### config.mk
export PLATFORM = sky130hd
export DESIGN_NAME = x86_16bit_instruction_decoder_flat
export DESIGN_NICKNAME = d
export VERILOG_FILES = /design/src/design/x86d_pkg.sv /design/src/design/x86d_if.sv /design/src/design/x86d_front.sv /design/src/design/x86d_queue.sv /design/src/design/x86_16bit_instruction_decoder.sv /design/src/flat_wrapper.sv
export SDC_FILE = /design/constraint.sdc
export NUM_CORES = 1
export LEC_CHECK = 0
export BUFFER_PORTS_ARGS = -buffer_cell sky130_fd_sc_hd__buf_2
export CORE_MARGIN = 2
export CORE_UTILIZATION = 40
export CTS_CLUSTER_DIAMETER = 80
export DETAILED_ROUTE_END_ITERATION = 6
export HOLD_SLACK_MARGIN = 0.12
export MAX_ROUTING_LAYER = met4
export PLACE_DENSITY = 0.65
export RECOVER_POWER = 100
export SYNTH_ARGS = -nofsm -noshare
export SYNTH_HDL_FRONTEND = slang
export SYNTH_SLANG_ARGS = --single-unit
### constraint.sdc
create_clock -name i_clk -period 15.76 [get_ports i_clk]
set_clock_uncertainty 0.15 [all_clocks]
set_input_delay 0.788 -clock i_clk [delete_from_list [all_inputs] [get_ports i_clk]]
set_output_delay 0.788 -clock i_clk [all_outputs]
set_load 0.05 [all_outputs]
### src/design/x86d_pkg.sv
// Package: types, codes and the opcode classifier for the x86 decoder.
package x86d_pkg;

    localparam int MaxBytes = 6;

    typedef enum logic [2:0] {
        ST_OK       = 3'd0,
        ST_UNKNOWN  = 3'd1,
        ST_NO_MODRM = 3'd2,
        ST_NO_WORD  = 3'd3,
        ST_NO_BYTE  = 3'd4,
        ST_BAD_SUB  = 3'd5
    } t_status;

    typedef enum logic [3:0] {
        K_UNK, K_BAD, K_ACC_IMM, K_RM_REG, K_MOV_RM_IMM, K_MOV_ACC,
        K_GROUP, K_JUMP, K_MOV_REG_IMM
    } t_kind;

    localparam logic [4:0] OpAdd = 5'd0;
    localparam logic [4:0] OpSub = 5'd1;
    localparam logic [4:0] OpCmp = 5'd2;
    localparam logic [4:0] OpMov = 5'd3;
    localparam logic [4:0] OpJmpBase = 5'd4;
    localparam logic [4:0] OpLoopBase = 5'd20;
    localparam logic [4:0] OpBad = 5'd31;

    localparam logic [3:0] FmRegReg = 4'd0;
    localparam logic [3:0] FmRegImm = 4'd2;
    localparam logic [3:0] FmDirect = 4'd3;
    localparam logic [3:0] FmRegDirect = 4'd4;
    localparam logic [3:0] FmIndirect = 4'd5;
    localparam logic [3:0] FmDisp8 = 4'd7;
    localparam logic [3:0] FmDisp16 = 4'd9;
    localparam logic [3:0] FmDirImm = 4'd11;
    localparam logic [3:0] FmIndImm = 4'd12;
    localparam logic [3:0] FmD8Imm = 4'd13;
    localparam logic [3:0] FmD16Imm = 4'd14;
    localparam logic [3:0] FmIpRel = 4'd15;

    typedef struct packed {
        t_kind      kind;
        logic [4:0] oper;
        logic       wide;
        logic       dir;
        logic       sign;
        logic       modrm;
        logic [1:0] fixdisp;
        logic [1:0] imm;
    } t_opinfo;

    typedef struct packed {
        logic [2:0]  status;
        logic [4:0]  operation;
        logic [3:0]  operand_form;
        logic        word_size;
        logic        sign_extend;
        logic [3:0]  register_index;
        logic [3:0]  regmem_index;
        logic [16:0] displacement;
        logic [16:0] immediate;
        logic [2:0]  byte_length;
    } t_record;

    function automatic logic [4:0] arith_code(input logic [2:0] code);
        case (code)
            3'd0:    arith_code = OpAdd;
            3'd5:    arith_code = OpSub;
            3'd7:    arith_code = OpCmp;
            default: arith_code = OpBad;
        endcase
    endfunction

    function automatic t_opinfo classify(input logic [7:0] op);
        t_opinfo k;
        k = '0;
        k.kind = K_UNK;
        k.wide = op[0];
        if ((op & 8'hC6) == 8'h04) begin
            k.oper = arith_code(op[5:3]);
            k.kind = (k.oper == OpBad) ? K_BAD : K_ACC_IMM;
            k.imm = op[0] ? 2'd2 : 2'd1;
        end else if ((op & 8'hC4) == 8'h00) begin
            k.oper = arith_code(op[5:3]);
            k.kind = (k.oper == OpBad) ? K_BAD : K_RM_REG;
            k.dir = op[1];
            k.modrm = 1'b1;
        end else if ((op & 8'hFE) == 8'hC6) begin
            k.kind = K_MOV_RM_IMM; k.oper = OpMov; k.modrm = 1'b1;
            k.imm = op[0] ? 2'd2 : 2'd1;
        end else if ((op & 8'hFC) == 8'hA0) begin
            k.kind = K_MOV_ACC; k.oper = OpMov; k.fixdisp = 2'd2; k.dir = op[1];
        end else if ((op & 8'hFC) == 8'h80) begin
            k.kind = K_GROUP; k.modrm = 1'b1; k.sign = op[1];
            k.imm = (op[0] && !op[1]) ? 2'd2 : 2'd1;
        end else if ((op & 8'hFC) == 8'h88) begin
            k.kind = K_RM_REG; k.oper = OpMov; k.modrm = 1'b1; k.dir = op[1];
        end else if ((op & 8'hFC) == 8'hE0) begin
            k.kind = K_JUMP; k.oper = OpLoopBase + {3'd0, op[1:0]};
            k.imm = 2'd1; k.wide = 1'b0;
        end else if ((op & 8'hF0) == 8'hB0) begin
            k.kind = K_MOV_REG_IMM; k.oper = OpMov; k.wide = op[3];
            k.imm = op[3] ? 2'd2 : 2'd1;
        end else if ((op & 8'hF0) == 8'h70) begin
            k.kind = K_JUMP; k.oper = OpJmpBase + {1'b0, op[3:0]};
            k.imm = 2'd1; k.wide = 1'b0;
        end
        return k;
    endfunction

    function automatic logic [16:0] sext8(input logic [7:0] v);
        return {{9{v[7]}}, v};
    endfunction

endpackage

### src/design/x86d_if.sv
// Interfaces: byte input channel and decoded record channel.
interface x86d_in_if;
    logic       valid;
    logic       ready;
    logic [7:0] code_byte;
    logic       stream_end;
    modport source (output valid, code_byte, stream_end, input ready);
    modport sink (input valid, code_byte, stream_end, output ready);
endinterface

interface x86d_out_if;
    logic        valid;
    logic        ready;
    logic [2:0]  status;
    logic [4:0]  operation;
    logic [3:0]  operand_form;
    logic        word_size;
    logic        sign_extend;
    logic [3:0]  register_index;
    logic [3:0]  regmem_index;
    logic [16:0] displacement;
    logic [16:0] immediate;
    logic [2:0]  byte_length;
    modport source (output valid, status, operation, operand_form, word_size, sign_extend,
        register_index, regmem_index, displacement, immediate, byte_length, input ready);
    modport sink (input valid, status, operation, operand_form, word_size, sign_extend,
        register_index, regmem_index, displacement, immediate, byte_length, output ready);
endinterface

### src/design/x86d_front.sv
// Front end: collects bytes, classifies the opcode and builds one record per instruction.
module x86d_front (
    input  logic             i_clk,
    input  logic             i_rst_n,
    input  logic             i_valid,
    output logic             o_ready,
    input  logic [7:0]       i_code_byte,
    input  logic             i_stream_end,
    output logic             o_rec_valid,
    output x86d_pkg::t_record o_rec,
    input  logic             i_q_full
);
    logic [7:0] r_held [x86d_pkg::MaxBytes];
    logic [2:0] r_taken;
    logic [2:0] r_needed;
    logic [2:0] n_taken;

    logic [7:0] b [x86d_pkg::MaxBytes];
    logic [2:0] pos, t, total, dstart, dlen;
    x86d_pkg::t_opinfo k;
    x86d_pkg::t_record rec;
    logic emit;
    logic [4:0] oper;
    logic [1:0] disp;
    logic [1:0] mode;
    logic [2:0] rm;
    logic [16:0] dval, ival;
    logic [15:0] ival_raw;
    logic [3:0] form;
    logic [2:0] ipos;

    assign o_ready = !i_q_full;
    assign pos = (r_taken >= 3'(x86d_pkg::MaxBytes)) ? 3'd0 : r_taken;
    assign t = pos + 3'd1;

    always_comb begin
        for (int j = 0; j < x86d_pkg::MaxBytes; j++) begin
            b[j] = (3'(j) == pos) ? i_code_byte : r_held[j];
        end
    end

    always_comb begin
        k = x86d_pkg::classify(b[0]);
        oper = k.oper;
        rec = '0;
        emit = 1'b0;
        disp = k.fixdisp;
        mode = b[1][7:6];
        rm = b[1][2:0];
        total = 3'd0;
        dval = '0;
        ival = '0;
        ival_raw = '0;
        form = '0;
        dstart = 3'd1 + {2'd0, k.modrm};
        dlen = '0;
        ipos = '0;
        rec.byte_length = t;
        if (k.kind == x86d_pkg::K_UNK) begin
            emit = 1'b1; rec.status = x86d_pkg::ST_UNKNOWN;
        end else if (k.kind == x86d_pkg::K_BAD) begin
            emit = 1'b1; rec.status = x86d_pkg::ST_BAD_SUB;
        end else begin
            if (k.modrm && t >= 3'd2) begin
                if (k.kind == x86d_pkg::K_GROUP) oper = x86d_pkg::arith_code(b[1][5:3]);
                if (mode == 2'd1) disp = 2'd1;
                else if (mode == 2'd2) disp = 2'd2;
                else if (mode == 2'd0 && rm == 3'd6) disp = 2'd2;
                total = 3'd2 + {1'b0, disp} + {1'b0, k.imm};
            end else if (!k.modrm) begin
                total = 3'd1 + {1'b0, disp} + {1'b0, k.imm};
            end
            dlen = dstart + {1'b0, disp};
            ipos = dlen;
            if (oper == x86d_pkg::OpBad) begin
                emit = 1'b1; rec.status = x86d_pkg::ST_BAD_SUB;
            end else if (total == 3'd0 || t < total) begin
                emit = i_stream_end;
                if (total == 3'd0) rec.status = x86d_pkg::ST_NO_MODRM;
                else if (t < dlen)
                    rec.status = (disp == 2'd2) ? x86d_pkg::ST_NO_WORD : x86d_pkg::ST_NO_BYTE;
                else
                    rec.status = (k.imm == 2'd2) ? x86d_pkg::ST_NO_WORD : x86d_pkg::ST_NO_BYTE;
            end else begin
                emit = 1'b1;
                if (disp == 2'd1) dval = x86d_pkg::sext8(b[dstart]);
                else if (disp == 2'd2) dval = {1'b0, b[dstart + 3'd1], b[dstart]};
                if (k.imm == 2'd1) ival_raw = {8'd0, b[ipos]};
                else if (k.imm == 2'd2) ival_raw = {b[ipos + 3'd1], b[ipos]};
                ival = {1'b0, ival_raw};
                rec.register_index = '0;
                if (k.modrm) begin
                    rec.regmem_index = {(mode == 2'd3) & k.wide, rm};
                    rec.register_index = {k.wide, b[1][5:3]};
                    if (mode == 2'd3) form = x86d_pkg::FmRegReg;
                    else if (mode == 2'd0)
                        form = (rm == 3'd6) ? x86d_pkg::FmDirect : x86d_pkg::FmIndirect;
                    else if (dval == '0) form = x86d_pkg::FmIndirect;
                    else form = (mode == 2'd1) ? x86d_pkg::FmDisp8 : x86d_pkg::FmDisp16;
                    if (k.kind == x86d_pkg::K_GROUP) rec.register_index = rec.regmem_index;
                    if (k.kind == x86d_pkg::K_GROUP || k.kind == x86d_pkg::K_MOV_RM_IMM) begin
                        case (form)
                            x86d_pkg::FmRegReg:   form = x86d_pkg::FmRegImm;
                            x86d_pkg::FmDirect:   form = x86d_pkg::FmDirImm;
                            x86d_pkg::FmIndirect: form = x86d_pkg::FmIndImm;
                            x86d_pkg::FmDisp8:    form = x86d_pkg::FmD8Imm;
                            default:              form = x86d_pkg::FmD16Imm;
                        endcase
                    end else if (k.dir) begin
                        form = form + 4'd1;
                    end
                end else if (k.kind == x86d_pkg::K_ACC_IMM) begin
                    form = x86d_pkg::FmRegImm; rec.register_index = {k.wide, 3'd0};
                end else if (k.kind == x86d_pkg::K_MOV_ACC) begin
                    form = k.dir ? x86d_pkg::FmDirect : x86d_pkg::FmRegDirect;
                    rec.register_index = {k.wide, 3'd0};
                end else if (k.kind == x86d_pkg::K_MOV_REG_IMM) begin
                    form = x86d_pkg::FmRegImm; rec.register_index = {k.wide, b[0][2:0]};
                end else begin
                    form = x86d_pkg::FmIpRel;
                    ival = x86d_pkg::sext8(ival_raw[7:0]);
                end
                rec.status = x86d_pkg::ST_OK;
                rec.operation = oper;
                rec.operand_form = form;
                rec.word_size = k.wide;
                rec.sign_extend = k.sign;
                rec.displacement = dval;
                rec.immediate = ival;
            end
        end
        n_taken = emit ? 3'd0 : t;
    end

    assign o_rec_valid = i_valid && o_ready && emit;
    assign o_rec = rec;

    always_ff @(posedge i_clk) begin
        if (!i_rst_n) begin
            r_taken <= '0;
            r_needed <= '0;
        end else if (i_valid && o_ready) begin
            r_taken <= n_taken;
            r_needed <= emit ? 3'd0 : total;
        end
    end

    always_ff @(posedge i_clk) begin
        if (i_valid && o_ready) r_held[pos] <= i_code_byte;
    end

    property p_taken_range;
        @(posedge i_clk) disable iff (!i_rst_n) r_taken <= 3'(x86d_pkg::MaxBytes);
    endproperty
    a_taken_range: assert property (p_taken_range) else $error("byte count out of range");

    property p_emit_clears;
        @(posedge i_clk) disable iff (!i_rst_n) o_rec_valid |=> r_taken == 3'd0;
    endproperty
    a_emit_clears: assert property (p_emit_clears) else $error("count not cleared");

    property p_needed_known;
        @(posedge i_clk) disable iff (!i_rst_n) (r_taken == 3'd0) |-> r_needed == 3'd0;
    endproperty
    a_needed_known: assert property (p_needed_known) else $error("stale length");
endmodule

### src/design/x86d_queue.sv
// Back end: short record queue that decouples the decoder from the result receiver.
module x86d_queue (
    input  logic              i_clk,
    input  logic              i_rst_n,
    input  logic              i_push,
    input  x86d_pkg::t_record i_rec,
    output logic              o_full,
    output logic              o_valid,
    output x86d_pkg::t_record o_rec,
    input  logic              i_pop
);
    x86d_pkg::t_record r_mem [2];
    logic r_wp, r_rp;
    logic [1:0] r_cnt;
    logic do_pop;

    assign o_full = (r_cnt == 2'd2);
    assign o_valid = (r_cnt != 2'd0);
    assign o_rec = r_mem[r_rp];
    assign do_pop = i_pop && o_valid;

    always_ff @(posedge i_clk) begin
        if (!i_rst_n) begin
            r_wp <= 1'b0; r_rp <= 1'b0; r_cnt <= '0;
        end else begin
            if (i_push) r_wp <= !r_wp;
            if (do_pop) r_rp <= !r_rp;
            r_cnt <= r_cnt + {1'b0, i_push} - {1'b0, do_pop};
        end
    end

    always_ff @(posedge i_clk) begin
        if (i_push) r_mem[r_wp] <= i_rec;
    end

    property p_no_overflow;
        @(posedge i_clk) disable iff (!i_rst_n) o_full |-> !i_push;
    endproperty
    a_no_overflow: assert property (p_no_overflow) else $error("queue overflow");

    property p_count_ptrs;
        @(posedge i_clk) disable iff (!i_rst_n)
            (r_cnt == 2'd0 || r_cnt == 2'd2) |-> r_wp == r_rp;
    endproperty
    a_count_ptrs: assert property (p_count_ptrs) else $error("pointer mismatch");

    property p_hold;
        @(posedge i_clk) disable iff (!i_rst_n) (o_valid && !i_pop) |=> $stable(o_rec);
    endproperty
    a_hold: assert property (p_hold) else $error("head changed under stall");
endmodule

### src/design/x86_16bit_instruction_decoder.sv
// Top level: 8086 instruction decoder, byte stream in, one record per instruction out.
// Usage:
//   i_in carries one code byte per item, with stream_end on the final byte available.
//   o_out carries one decoded record per complete instruction, or an error record
//   (unknown opcode, bad sub-opcode, truncation) after which decoding restarts.
//   A byte that does not complete an instruction produces no record.
// The queue registers each record; o_out presents it once earlier records are taken.
// Throughput: one byte per cycle while the queue is not full; the front end decodes
//   each byte combinationally against the bytes held so far, pushing to a two-entry record queue.
// Stall: when the receiver holds ready low the queue fills; the input is refused
//   only while the queue is full, so up to two records wait without loss.
// Reset: synchronous active-low; clears the byte count and empties the queue.
module x86_16bit_instruction_decoder (
    input  logic        i_clk,
    input  logic        i_rst_n,
    x86d_in_if.sink     i_in,
    x86d_out_if.source  o_out
);
    logic              rec_valid, q_full, q_valid;
    x86d_pkg::t_record rec, q_rec;

    x86d_front u_front (
        .i_clk, .i_rst_n,
        .i_valid(i_in.valid), .o_ready(i_in.ready),
        .i_code_byte(i_in.code_byte), .i_stream_end(i_in.stream_end),
        .o_rec_valid(rec_valid), .o_rec(rec), .i_q_full(q_full)
    );

    x86d_queue u_queue (
        .i_clk, .i_rst_n,
        .i_push(rec_valid), .i_rec(rec), .o_full(q_full),
        .o_valid(q_valid), .o_rec(q_rec), .i_pop(o_out.ready)
    );

    assign o_out.valid = q_valid;
    assign o_out.status = q_rec.status;
    assign o_out.operation = q_rec.operation;
    assign o_out.operand_form = q_rec.operand_form;
    assign o_out.word_size = q_rec.word_size;
    assign o_out.sign_extend = q_rec.sign_extend;
    assign o_out.register_index = q_rec.register_index;
    assign o_out.regmem_index = q_rec.regmem_index;
    assign o_out.displacement = q_rec.displacement;
    assign o_out.immediate = q_rec.immediate;
    assign o_out.byte_length = q_rec.byte_length;
endmodule

### src/flat_wrapper.sv
// flat-port wrapper written by rule: the top's interface ports become plain ports
module x86_16bit_instruction_decoder_flat 
  (i_clk, i_rst_n, i_in_valid, i_in_code_byte, i_in_stream_end, i_in_ready, o_out_valid, o_out_status, o_out_operation, o_out_operand_form, o_out_word_size, o_out_sign_extend, o_out_register_index, o_out_regmem_index, o_out_displacement, o_out_immediate, o_out_byte_length, o_out_ready);
  x86d_in_if i_in_i ();
  x86d_out_if o_out_i ();
  input  logic i_clk;
  input  logic i_rst_n;
  input wire logic [$bits(i_in_i.valid)-1:0] i_in_valid;
  input wire logic [$bits(i_in_i.code_byte)-1:0] i_in_code_byte;
  input wire logic [$bits(i_in_i.stream_end)-1:0] i_in_stream_end;
  output wire logic [$bits(i_in_i.ready)-1:0] i_in_ready;
  output wire logic [$bits(o_out_i.valid)-1:0] o_out_valid;
  output wire logic [$bits(o_out_i.status)-1:0] o_out_status;
  output wire logic [$bits(o_out_i.operation)-1:0] o_out_operation;
  output wire logic [$bits(o_out_i.operand_form)-1:0] o_out_operand_form;
  output wire logic [$bits(o_out_i.word_size)-1:0] o_out_word_size;
  output wire logic [$bits(o_out_i.sign_extend)-1:0] o_out_sign_extend;
  output wire logic [$bits(o_out_i.register_index)-1:0] o_out_register_index;
  output wire logic [$bits(o_out_i.regmem_index)-1:0] o_out_regmem_index;
  output wire logic [$bits(o_out_i.displacement)-1:0] o_out_displacement;
  output wire logic [$bits(o_out_i.immediate)-1:0] o_out_immediate;
  output wire logic [$bits(o_out_i.byte_length)-1:0] o_out_byte_length;
  input wire logic [$bits(o_out_i.ready)-1:0] o_out_ready;
  assign i_in_i.valid = i_in_valid;
  assign i_in_i.code_byte = i_in_code_byte;
  assign i_in_i.stream_end = i_in_stream_end;
  assign i_in_ready = i_in_i.ready;
  assign o_out_valid = o_out_i.valid;
  assign o_out_status = o_out_i.status;
  assign o_out_operation = o_out_i.operation;
  assign o_out_operand_form = o_out_i.operand_form;
  assign o_out_word_size = o_out_i.word_size;
  assign o_out_sign_extend = o_out_i.sign_extend;
  assign o_out_register_index = o_out_i.register_index;
  assign o_out_regmem_index = o_out_i.regmem_index;
  assign o_out_displacement = o_out_i.displacement;
  assign o_out_immediate = o_out_i.immediate;
  assign o_out_byte_length = o_out_i.byte_length;
  assign o_out_i.ready = o_out_ready;
  x86_16bit_instruction_decoder u_core (.i_clk(i_clk), .i_rst_n(i_rst_n), .i_in(i_in_i), .o_out(o_out_i));
endmodule
==> tab_implementation.tex, run 1 <==
\begin{tabular}{lr}
\hline
Metric & Value \\
\hline
\multicolumn{2}{l}{\textbf{Critical path}} \\
\quad Worst reg2reg setup slack & 4800 ps \\
\quad Count of cells along the worst register-to-register path & 25 \\
\quad Crit-path slowest cell & a2111oi\_0 \\
\quad Required @ worst endpoint & 15,950 ps \\
\quad Kind of end point of the critical path & register \\
\quad Top cell by count, worst path & ha\_1 \\
\quad Category of the worst setup path launch point & register \\
\quad Start of the worst register-to-register path & u\_core.u\_front.r\_taken[1] \\
\quad Data arrival time of the critical path & around 11,000 ps \\
\quad Max stage delay on crit path & 1800 ps \\
\quad Endpoint of the worst register-to-register path & u\_core.u\_queue.r\_cnt[1] \\
\quad Biggest fanout along the worst timing path & 31 \\
\quad Worst setup path class & register to register \\
\multicolumn{2}{l}{\textbf{Routing}} \\
\quad Routed len/inst & 21.8 µm \\
\quad Post-route ant nets & 0 \\
\quad Detailed-router iteration count before antenna repair & 5 \\
\quad Iter 0 DRT Violations & 830 \\
\quad Remaining design rule violation count & 0 \\
\quad Overall routed net length & 28,100 µm \\
\quad Via density & 5.99 \\
\quad Vias after detailed routing & 7,722 \\
\multicolumn{2}{l}{\textbf{Clock tree}} \\
\quad CTS clk-pin slew, worst paths & 80 ps \\
\quad Number of instances resized during post-cts repair & 0 \\
\quad Clock latency of the later-clocked register in the worst-skew pair & 450 ps \\
\quad TritonCTS clock tree & done \\
\quad Total CTS buffers & 17 \\
\quad Total setup buffers inserted after CTS & 0 \\
\quad Number of buffers inserted by hold repair at cts & 0 \\
\quad Sinks on the clock net & 174 \\
\quad Root Buffer Master & clkbuf\_16 \\
\quad Buffer levels on the longest clock path & 2 \\
\quad Maximum level of the CTS H-tree & 4 \\
\multicolumn{2}{l}{\textbf{Floorplan}} \\
\quad Die area & between 20,000 and 30,000 µm² \\
\quad Vertical extent of the die & around 160 µm \\
\quad Core area & 25,000 µm² \\
\quad Die W & 163 µm \\
\quad \# IOs & 74 \\
\quad Effective utilization at floorplan & 0.404 \\
\quad Placement Rows & 58 \\
\multicolumn{2}{l}{\textbf{Timing}} \\
\quad Final total negative setup slack & 0 ps \\
\quad Post-route minimum period & about 11,000 ps \\
\quad Worst setup slack after layout & between 4000 and 5000 ps \\
\quad Period utilization & 0.696 \\
\quad Top achievable clock speed & $\sim$90 MHz \\
\quad Relative slew slack & -1.21 \\
\quad RSZ-0062 raised after global routing & false \\
\quad Final max-slew violation count & 87 \\
\quad Fin Hold WS & 340 ps \\
\quad Final hold viol count & 0 \\
\quad Final setup fails & 0 \\
\quad Measured slew at the worst slew-check pin & around 3300 ps \\
\multicolumn{2}{l}{\textbf{GRT}} \\
\quad Overall Global Routing Usage & 0.217 \\
\quad Antenna violations before repair & 0 \\
\quad Global-route wire length before repair & roughly 42,000 µm \\
\quad Remaining global-route overflow & 0 \\
\quad Largest net degree at the start of global routing & 60 \\
\quad Number of global-route vias before repair & 7,252 \\
\multicolumn{2}{l}{\textbf{Hold path}} \\
\quad Worst Min Path Start & u\_core.u\_queue.r\_wp \\
\quad Min-Delay Path Class & register to register \\
\quad Worst hold stages & 2 \\
\quad Hold endpoint & u\_core.u\_queue.r\_wp \\
\multicolumn{2}{l}{\textbf{Layout}} \\
\quad Diode count & 0 \\
\quad Filler Cell Count & $\sim$2,400 \\
\quad Synthesis-to-layout area growth & 10.2\% \\
\quad Final Net Count & 982 \\
\quad Area occupied by multi-input gates & 4580 µm² \\
\quad Area taken by flip-flops and latches & approximately 5100 µm² \\
\quad Proportion of layout cells with a drive suffix above 1 & 0.144 \\
\multicolumn{2}{l}{\textbf{Run}} \\
\quad Number of max-cap violations & 3 \\
\multicolumn{2}{l}{\textbf{Outcome}} \\
\quad Outcome & finished with violations \\
\quad Failing checks & capacitance limit, slew limit \\
\multicolumn{2}{l}{\textbf{Pwr}} \\
\quad Leakage Power & about 3.9 nW \\
\quad Power density over the cells & about 140 nW/µm² \\
\quad Peak ir drop on the vdd network & approximately 87 µV \\
\multicolumn{2}{l}{\textbf{Yosys}} \\
\quad Sequential area share after synthesis & 0.509 \\
\quad EDFF count, synth & between 150 and 200 \\
\quad Warnings, synthesis & 0 \\
\quad Synth async-reset ratio & 0 \\
\quad Number of distinct library cells after synthesis & 82 \\
\quad Average footprint of a synthesized cell & 11.2 µm² \\
\quad Primary FF master, synth & edfxtp\_1 \\
\quad Post-Syn Nets & 940 \\
\quad Mapped cell area & 10,100 µm² \\
\quad Instance count of the mapped netlist & around 900 \\
\quad Number of synthesized register bits & approximately 170 \\
\multicolumn{2}{l}{\textbf{Placement}} \\
\quad GPL Wtd Cong & between 0.9 and 1 \\
\quad Post-DP HPWL & around 19,000 µm \\
\quad Pre-CTS setup slack & 8080 ps \\
\quad Number of port buffers & between 70 and 80 \\
\hline
\end{tabular}
-- area by class of cell --
cell class	instances	share of cell area
repair buffers	79	0.0292
inverters	26	0.00875
clock inverters	15	0.0149
flip-flops and latches	174	0.461
multi-input cells	648	0.411
clock buffers	17	0.0381
well taps	330	0.0370
-- state kept, by name, summed over array words and instances (netlist names), named ones only --
register	flops
u_core.u_front.r_taken	3
u_core.u_front.r_held	48
u_core.u_queue.r_mem	118
u_core.u_queue.r_rp	1
u_core.u_queue.r_cnt	2
u_core.u_queue.r_wp	1
-- placed cells by master, fill, tap and decap left out, types with 4 or more instances in the layout --
cell / count
a21oi_1: 49
a21boi_0: 4
o211ai_1: 9
buf_4: 4
a211oi_1: 23
o31ai_1: 4
a31oi_1: 5
nor3_1: 45
clkbuf_1: 64
a211o_1: 5
xnor2_1: 5
dfxtp_1: 7
nand2b_1: 12
mux2_1: 5
nand4_1: 7
nor2_1: 79
o21ai_0: 63
inv_8: 6
ha_1: 21
a22oi_1: 7
mux2i_1: 40
mux4_2: 12
o22ai_1: 6
edfxtp_1: 166
mux2_2: 62
inv_1: 23
clkbuf_16: 17
nand3_1: 13
and3_1: 12
and2_1: 9
nor2b_1: 6
nor4_1: 5
nor4b_1: 4
buf_2: 11
or3_1: 8
nand2_1: 67
-- worst max-delay path, delay by kind of cell, from the launching register on --
kind	cells	cell delay, ps
XOR/XNOR	2	320
flip-flops	1	480
buffers and inverters	4	1240
adder cells (fa/ha/maj)	5	1250
AND/OR/NAND/NOR	8	3640
AO/OA/AOI/OAI	5	3250
multiplexers	1	500
-- cells by family (layout without fill, tap and decap cells) --
family | after synthesis | count (layout) | share of synthesized area
AND/OR/NAND/NOR | 287 | 287 | 0.141
AO/OA/AOI/OAI | 210 | 210 | 0.139
flip-flops | 174 | 174 | 0.509
multiplexers | 120 | 120 | 0.142
buffers and inverters | 82 | 137 | 0.0322
adder cells (fa/ha/maj) | 23 | 23 | 0.0299
XOR/XNOR | 8 | 8 | 0.00693
-- cell usage after synthesis (all sizes together) (6+ instances only) --
cell type    n  share of area
a211oi      23          0.017
a21oi       49          0.024
a22oi        7         0.0052
and2        10         0.0062
and3        12         0.0074
buf         16         0.0077
clkbuf      40          0.015
dfxtp        8          0.016
edfxtp     166           0.49
ha          21          0.026
inv         24         0.0089
mux2        67          0.075
mux2i       41          0.041
mux4        12          0.027
nand2       67          0.025
nand2b      12         0.0074
nand3       14         0.0079
nand4        7         0.0043
nor2        80          0.030
nor2b        6         0.0037
nor3        46          0.024
o211ai      10         0.0088
o21ai       65          0.033
o22ai        6         0.0037
or3          8         0.0049
-- per-layer routing --
| layer | routed length [µm] | up-vias | track usage |
|---|---|---|---|
| met5 | 0 | - | - |
| met4 | 679 | 0 | 0.0712 |
| met3 | 2140 | 51 | 0.0363 |
| met2 | 12600 | 401 | 0.322 |
| met1 | 12600 | 3740 | 0.302 |
| li1 | - | 3530 | - |
-- worst max path at each step --
stage                                    startpoint                         end  slack, ps  depth (start not counted)
after floorplan           u_core.u_front.r_taken[1]  u_core.u_queue.r_mem[1][0]       7920                         25
after global placement    u_core.u_front.r_taken[1]     u_core.u_queue.r_cnt[1]       8200                         24
after detailed placement  u_core.u_front.r_taken[1]     u_core.u_queue.r_cnt[1]       8080                         24
after CTS                 u_core.u_front.r_taken[1]     u_core.u_queue.r_cnt[1]       8060                         24
after global routing      u_core.u_front.r_taken[1]     u_core.u_queue.r_cnt[1]       4290                         25
final                     u_core.u_front.r_taken[1]     u_core.u_queue.r_cnt[1]       4800                         25
-- metrics by stage --
step,total power [mW],utilization,instances,area (µm²)
floorplan,1.02,-,904,10100
global placement,1.14,0.428,1257,10700
detailed placement,1.14,0.428,1257,10700
CTS,1.56,0.452,1289,11300
global route,1.60,0.445,1289,11200
finish,1.54,0.445,1289,11200
-- power breakdown --
group          switching [mW]  leakage, nW  internal [mW]
combinational           0.386         1.94          0.138
sequential             0.0180         1.63          0.572
clock                   0.210        0.284          0.213
Note: power is estimated with default switching activity, not from simulation.
==> run 2, diff against run 1 <==
- ABC_AREA: not set -> 1
- PLACE_DENSITY: 0.65 -> 0.67
- clock period: 15.76 -> 9.4 ns (I/O delays scaled with it)
==> run 2 against run 1 <==
Final area is 3.6% lower. Combinational power increased to 2.8 times the previous value. The flow still finishes with violations (capacitance limit, slew limit). Clock power grew 68%. Global-route usage fell by 2.1 points. Critical endpoint is now u_core.u_queue.r_mem[1][16]. Critical path depth is 7 lower. Utilization is 0.99 points higher. Register-to-register slack got worse by 3100 ps. Die area is 4.2% lower. Count of clock-buffer cells in the layout unchanged. Synthesized area fell by 4.4%. Non-clock buffer count up 5. Fmax increased by 42%.
==> tab_implementation.tex, run 2 <==
\begin{tabular}{lr}
\hline
Metric & Value \\
\hline
\multicolumn{2}{l}{\textbf{Layout}} \\
\quad Diode count & 0 \\
\quad Largest register by flop count & u\_core.u\_queue.r\_mem \\
\quad Summed area of non-filler cells in the final layout & 10,800 µm² \\
\quad Most frequent cells in the layout & nand2\_1 (189), edfxtp\_1 (166), inv\_1 (100) \\
\quad Registers with the most flip-flops & u\_core.u\_queue.r\_mem: 118 flops, u\_core.u\_front.r\_held: 48 flops, u\_core.u\_front.r\_taken: 3 flops \\
\quad Synthesis-to-layout area growth & 11.1\% \\
\quad Proportion of layout cells with a drive suffix above 1 & 0.136 \\
\quad Commonest non-fill, non-tap cell in the layout & nand2\_1 \\
\quad Number of flip-flops under the largest register name & between 100 and 150 \\
\quad Final Net Count & about 1,100 \\
\multicolumn{2}{l}{\textbf{Placement}} \\
\quad Total cell area at the placement stage & just over 10,000 µm² \\
\quad GPL Wtd Cong & between 0.9 and 1 \\
\quad Number of port buffers & 73 \\
\quad Post-DP HPWL & between 15,000 and 20,000 µm \\
\multicolumn{2}{l}{\textbf{Run}} \\
\quad Number of max-cap violations & 1 \\
\multicolumn{2}{l}{\textbf{Yosys}} \\
\quad Warnings, synthesis & 0 \\
\quad Primary FF master, synth & edfxtp\_1 \\
\quad Adder-cell area share of the yosys netlist & 0.0313 \\
\quad Dominant cell type by area after synthesis & edfxtp\_1 \\
\quad Most area-consuming cells after synthesis & edfxtp\_1 (52\%), nand2\_1 (7.1\%), mux2\_2 (6.9\%) \\
\quad Area share of the leading cell type in the synthesized netlist & 0.515 \\
\quad Post-synthesis compound-gate area fraction & 0.128 \\
\quad Parity-gate share of the synthesized area counting xor and xnor cells & 0.00272 \\
\quad Ranking of synthesized cells by instance count & nand2\_1 (183), edfxtp\_1 (166), inv\_1 (99) \\
\quad Instance count of the mapped netlist & just under 1,000 \\
\quad Post-Syn Nets & just over 1,000 \\
\quad Mapped cell area & approximately 9700 µm² \\
\quad Most numerous cell in the Yosys netlist & nand2\_1 \\
\quad Dominant combinational cell family by area after synthesis & simple AND/OR/NAND/NOR gates \\
\quad Number of distinct library cells after synthesis & between 40 and 50 \\
\quad Synth async-reset ratio & 0 \\
\quad Average footprint of a synthesized cell & roughly 9.7 µm² \\
\quad Proportion of synthesized area in mux cells & 0.0687 \\
\quad Post-synthesis share of cell area spent on and, or, nand and nor gates & 0.173 \\
\quad Number of synthesized register bits & 174 \\
\quad Sequential area share after synthesis & 0.532 \\
\quad EDFF count, synth & between 150 and 200 \\
\multicolumn{2}{l}{\textbf{Timing}} \\
\quad Post-route minimum period & between 7000 and 8000 ps \\
\quad Period utilization & 0.823 \\
\quad Top achievable clock speed & 129 MHz \\
\quad Final max-slew violation count & 60 \\
\quad Measured slew at the worst slew-check pin & $\sim$3300 ps \\
\quad Final hold viol count & 0 \\
\quad Relative slew slack & -1.17 \\
\quad RSZ-0062 raised after global routing & false \\
\quad Final total negative setup slack & 0 ps \\
\quad Final setup fails & 0 \\
\multicolumn{2}{l}{\textbf{Critical path}} \\
\quad Data arrival time of the critical path & 7840 ps \\
\quad Biggest fanout along the worst timing path & between 40 and 50 \\
\quad Category of the worst setup path launch point & register \\
\quad Kind of end point of the critical path & register \\
\quad Worst setup path class & register to register \\
\quad Required @ worst endpoint & 9510 ps \\
\quad Count of cells along the worst register-to-register path & 18 \\
\multicolumn{2}{l}{\textbf{GRT}} \\
\quad Antenna violations before repair & 0 \\
\quad Largest net degree at the start of global routing & 60 \\
\quad Number of global-route vias before repair & between 6,000 and 7,000 \\
\quad Global-route wire length before repair & 37,600 µm \\
\quad Overall Global Routing Usage & 0.195 \\
\quad Remaining global-route overflow & 0 \\
\multicolumn{2}{l}{\textbf{Clock tree}} \\
\quad Total CTS buffers & 17 \\
\quad Number of buffers inserted by hold repair at cts & 0 \\
\quad TritonCTS clock tree & done \\
\quad Number of instances resized during post-cts repair & 0 \\
\quad Clock latency of the later-clocked register in the worst-skew pair & approximately 440 ps \\
\quad Sinks on the clock net & 174 \\
\quad Root Buffer Master & clkbuf\_16 \\
\quad Maximum level of the CTS H-tree & 4 \\
\quad CTS clk-pin slew, worst paths & around 70 ps \\
\quad Buffer levels on the longest clock path & 2 \\
\quad Total setup buffers inserted after CTS & 0 \\
\multicolumn{2}{l}{\textbf{Floorplan}} \\
\quad Die area & 25,400 µm² \\
\quad Vertical extent of the die & between 150 and 200 µm \\
\quad Die W & around 160 µm \\
\quad \# IOs & 74 \\
\quad Placement Rows & between 50 and 60 \\
\quad Core area & $\sim$24,000 µm² \\
\quad Effective utilization at floorplan & 0.410 \\
\multicolumn{2}{l}{\textbf{Routing}} \\
\quad Detailed-router iteration count before antenna repair & 6 \\
\quad Routed len/inst & around 18 µm \\
\quad Iter 0 DRT Violations & 568 \\
\quad Vias after detailed routing & 7,325 \\
\quad Via density & about 5.3 \\
\quad Overall routed net length & about 24,000 µm \\
\quad Post-route ant nets & 0 \\
\quad Remaining design rule violation count & 0 \\
\multicolumn{2}{l}{\textbf{Pwr}} \\
\quad Peak ir drop on the vdd network & 111 µV \\
\quad Comb pwr share & 0.446 \\
\quad Leakage Power & 4.18 nW \\
\quad Total internal power & $\sim$1.8 mW \\
\quad Part of the power in the clock network & 0.219 \\
\quad Sequential cell fraction of total power & 0.334 \\
\quad Net switching share of the total power & 0.441 \\
\quad Power density over the cells & between 300 and 400 nW/µm² \\
\quad Net load switching power & approximately 1.4 mW \\
\multicolumn{2}{l}{\textbf{Hold path}} \\
\quad Min-Delay Path Class & primary input to register \\
\quad Worst hold stages & 3 \\
\multicolumn{2}{l}{\textbf{Outcome}} \\
\quad Failing checks & capacitance limit, slew limit \\
\quad Outcome & finished with violations \\
\hline
\end{tabular}
## run 2: cell types whose count changed after synthesis, moves of 22 or more
| cell | previous run | this run |
|---|---|---|
| nand2_1 | 66 | 183 |
| inv_1 | 23 | 99 |
| mux2i_1 | 40 | 0 |
| nand3_1 | 12 | 34 |
| a211oi_1 | 23 | 1 |
| nor3_1 | 44 | 9 |
| o21ai_0 | 63 | 88 |
## run 2: worst paths after layout
kind | startpoint | endpoint | slack, ps
worst max-delay path | u_core.u_front.r_taken[1] | u_core.u_queue.r_mem[1][16] | 1670
worst min-delay path | i_rst_n | u_core.u_queue.r_cnt[0] | 150
worst min register to register | u_core.u_queue.r_rp | register | 300
worst max register to register | u_core.u_front.r_taken[1] | u_core.u_queue.r_mem[1][16] | 1670
## run 2: cell type report
| type | instances | area [µm²] |
|---|---|---|
| fill | 2305 | 12900 |
| multi-input combinational | 671 | 3840 |
| clock buffer | 17 | 425 |
| clock inverter | 15 | 169 |
| timing repair buffer | 84 | 358 |
| tap | 319 | 399 |
| inverter | 110 | 414 |
| sequential | 174 | 5150 |
## run 2: through the flow
stage / util / total power [mW] / std cells / hold WS (ps) / setup slack, ps
floorplan: - / 2.26 / 995 / 275 / 2520
global placement: 0.437 / 2.58 / 1358 / 276 / 2910
detailed placement: 0.437 / 2.59 / 1358 / 291 / 2780
CTS: 0.462 / 3.30 / 1390 / 143 / 2750
global route: 0.455 / 3.42 / 1390 / 163 / 1110
finish: 0.455 / 3.25 / 1390 / 154 / 1670
## run 2: logic make-up after synthesis
kind of cell,Yosys count
xor gates and xnor gates,3
AOI/OAI and AO/OA,218
buffers and inverters,150
muxes,59
adders and majority gates,23
DFF,174
and+or+nand+nor,368
## run 2: worst max-delay path, stage by stage, from the launching register on
cell       delay, ps
dfxtp_1          490
inv_1            110
ha_1             240
inv_1            400
nand3_1          440
nand2_1          160
nand2_1          240
ha_1             300
o21ai_0          940
nand3_4          720
nand3_1          320
nand2_1          320
fa_1             920
ha_1             460
inv_1            450
o21ai_0          160
o21ai_0          250
o2111ai_1        190
a21oi_1          290
## run 2: power groups by stage
stage	Combinational, mW	Clock, mW	Sequential (mW)
floorplan	1.17	0	1.10
global placement	1.48	0	1.10
detailed placement	1.48	0	1.10
CTS	1.49	0.727	1.09
global route	1.56	0.752	1.10
finish	1.45	0.712	1.09
## run 2: per-layer routing
| layer | track usage | routed length, µm |
|---|---|---|
| met1 | 0.261 | 11000 |
| met2 | 0.296 | 11100 |
| met3 | 0.0451 | 1730 |
| met4 | 0.0607 | 506 |
| met5 | - | 0 |
==> run 3, diff against run 2 <==
- PLACE_DENSITY: 0.67 -> 0.65
- clock period: 9.4 -> 7.2 ns (I/O delays scaled with it)
==> run 3 against run 2 <==
The run still ends with capacitance limit, slew limit left. Fmax grew 24%. Final area grew 1.4%. Register-to-register slack worse by 700 ps. Die area did not move. Global-route usage grew 0.55 points. Cell count up 0.36%. First-iteration DRC count up 35%. Clock power grew 39%. Worst hold slack improved by 79 ps.
==> tab_implementation.tex, run 3 (synthesis results as in run 2) <==
\begin{tabular}{lr}
\hline
Metric & Value \\
\hline
\multicolumn{2}{l}{\textbf{Outcome}} \\
\quad Outcome & finished with violations \\
\quad Failing checks & capacitance limit, slew limit \\
\multicolumn{2}{l}{\textbf{Routing}} \\
\quad Post-route ant nets & 0 \\
\quad Iter 0 DRT Violations & between 700 and 800 \\
\quad Detailed-router iteration count before antenna repair & 5 \\
\quad Overall routed net length & between 20,000 and 25,000 µm \\
\quad Via density & between 5 and 6 \\
\quad Vias after detailed routing & 7,304 \\
\quad Remaining design rule violation count & 0 \\
\quad Routed len/inst & $\sim$18 µm \\
\multicolumn{2}{l}{\textbf{Layout}} \\
\quad Area taken by flip-flops and latches & between 5000 and 6000 µm² \\
\quad Area occupied by multi-input gates & just under 4000 µm² \\
\quad Proportion of layout cells with a drive suffix above 1 & 0.144 \\
\quad Most frequent cells in the layout & nand2\_1 (184), edfxtp\_1 (166), inv\_1 (100) \\
\quad Synthesis-to-layout area growth & 12.7\% \\
\quad Number of flip-flops under the largest register name & 118 \\
\quad Summed area of non-filler cells in the final layout & around 11,000 µm² \\
\quad Filler Cell Count & between 2,000 and 2,500 \\
\quad Post-Route Utilization & 0.462 \\
\quad Diode count & 0 \\
\quad Commonest non-fill, non-tap cell in the layout & nand2\_1 \\
\quad Registers with the most flip-flops & u\_core.u\_queue.r\_mem: 118 flops, u\_core.u\_front.r\_held: 48 flops, u\_core.u\_front.r\_taken: 3 flops \\
\quad Final Net Count & 1,099 \\
\quad Largest register by flop count & u\_core.u\_queue.r\_mem \\
\multicolumn{2}{l}{\textbf{Timing}} \\
\quad Relative slew slack & -1.20 \\
\quad Final max-slew violation count & 60 \\
\quad RSZ-0062 raised after global routing & false \\
\quad Fin Hold WS & 233 ps \\
\quad Top achievable clock speed & $\sim$160 MHz \\
\quad Final total negative setup slack & 0 ps \\
\quad Post-route minimum period & between 6000 and 7000 ps \\
\quad Period utilization & 0.866 \\
\quad Final hold viol count & 0 \\
\quad Final setup fails & 0 \\
\quad Measured slew at the worst slew-check pin & roughly 3300 ps \\
\multicolumn{2}{l}{\textbf{Critical path}} \\
\quad Crit-path slowest cell & dfxtp\_1 \\
\quad Biggest fanout along the worst timing path & 16 \\
\quad Kind of end point of the critical path & register \\
\quad Instance count on the critical path & 34 \\
\quad Category of the worst setup path launch point & register \\
\quad Critical path launch point & u\_core.u\_front.r\_taken[1] \\
\quad Cell family with most CP delay & simple AND/OR/NAND/NOR gates \\
\quad Count of cells along the worst register-to-register path & 34 \\
\quad Required @ worst endpoint & 7420 ps \\
\quad Data arrival time of the critical path & 6460 ps \\
\quad Top cell by count, worst path & ha\_1 \\
\quad Buffers plus inverters on the worst setup path & 7 \\
\quad Max stage delay on crit path & about 500 ps \\
\quad Start of the worst register-to-register path & u\_core.u\_front.r\_taken[1] \\
\quad Worst setup path class & register to register \\
\multicolumn{2}{l}{\textbf{Floorplan}} \\
\quad Vertical extent of the die & 160 µm \\
\quad \# IOs & 74 \\
\quad Effective utilization at floorplan & 0.410 \\
\quad Core area & roughly 24,000 µm² \\
\quad Die area & roughly 25,000 µm² \\
\quad Die W & between 150 and 200 µm \\
\quad Placement Rows & 56 \\
\multicolumn{2}{l}{\textbf{GRT}} \\
\quad Overall Global Routing Usage & 0.201 \\
\quad Remaining global-route overflow & 0 \\
\quad Antenna violations before repair & 0 \\
\quad Number of global-route vias before repair & 6,830 \\
\quad Largest net degree at the start of global routing & 60 \\
\quad Global-route wire length before repair & a little under 40,000 µm \\
\multicolumn{2}{l}{\textbf{Clock tree}} \\
\quad Maximum level of the CTS H-tree & 4 \\
\quad CTS clk-pin slew, worst paths & $\sim$70 ps \\
\quad Number of instances resized during post-cts repair & 0 \\
\quad Clock latency of the later-clocked register in the worst-skew pair & between 400 and 500 ps \\
\quad Total setup buffers inserted after CTS & 0 \\
\quad Root Buffer Master & clkbuf\_16 \\
\quad Total CTS buffers & 17 \\
\quad Buffer levels on the longest clock path & 2 \\
\quad Sinks on the clock net & around 170 \\
\quad TritonCTS clock tree & done \\
\multicolumn{2}{l}{\textbf{Placement}} \\
\quad Total cell area at the placement stage & 10,300 µm² \\
\quad Number of port buffers & 73 \\
\quad Post-DP HPWL & roughly 18,000 µm \\
\quad GPL Wtd Cong & 0.971 \\
\multicolumn{2}{l}{\textbf{Pwr}} \\
\quad Final Total Pwr & $\sim$4.3 mW \\
\quad Power density over the cells & slightly below 400 nW/µm² \\
\quad Peak ir drop on the vdd network & approximately 210 µV \\
\quad Leakage Power & between 4 and 5 nW \\
\multicolumn{2}{l}{\textbf{Hold path}} \\
\quad Worst hold stages & 1 \\
\quad Min-Delay Path Class & primary input to register \\
\quad Worst Min Path Start & i\_in\_code\_byte[0] \\
\multicolumn{2}{l}{\textbf{Run}} \\
\quad Number of max-cap violations & 1 \\
\hline
\end{tabular}
[run 3: cell count changes in the layout (fill, tap and decap cells not counted), sizes merged]
cell and delta:
bufinv +1, clkinv -4, clkinvlp -1, dlygate4sd3 +5
inv +4
[run 3: worst reg2reg max path, delay by kind of cell, from the launching register on]
kind                     cells  cell delay (ps)
AND/OR/NAND/NOR             14             2280
adder cells (fa/ha/maj)      6             1390
XOR/XNOR                     2              340
flip-flops                   1              490
buffers and inverters        7              890
AO/OA/AOI/OAI                5              630
[run 3: area by class of cell]
class,count,share of cell area
multi-input combinational,671,0.356
sequential,174,0.472
timing repair buffer,89,0.0397
clock inverter,15,0.0190
inverter,110,0.0381
clock buffer,17,0.0390
tap,319,0.0366
[run 3: what timing repair did]
item | in CTS | in global routing
endpoints found under the hold margin | 20 | 0
endpoints found under the setup margin | 0 | 0
hold buffers | 5 | 0
[run 3: stage by stage]
step / worst slack, ps / std cells
global placement: 1340 / 1358
finish: 963 / 1395
detailed placement: 1270 / 1358
floorplan: 325 / 995
CTS: 1220 / 1395
global route: 401 / 1395
[run 3: final timing paths]
path	slack, ps	endpoint
setup reg to reg	960	u_core.u_queue.r_cnt[1]
hold / removal	230	u_core.u_front.r_held[3][0]
setup / recovery	960	u_core.u_queue.r_cnt[1]
hold reg to reg	300	register
[run 3: per-layer routing]
| layer | wire (µm) | GRT usage |
|---|---|---|
| met1 | 11500 | 0.278 |
| met4 | 501 | 0.0653 |
| met5 | 0 | - |
| met3 | 1410 | 0.0281 |
| met2 | 11500 | 0.305 |
[run 3: report_power, final]
group | total, mW | switching (mW) | internal, mW | leakage, nW
Sequential | 1.41 | 0.0433 | 1.37 | 1.61
Combinational | 1.93 | 1.45 | 0.475 | 2.33
Clock | 0.991 | 0.406 | 0.585 | 0.299
Total | 4.33 | 1.90 | 2.43 | 4.24
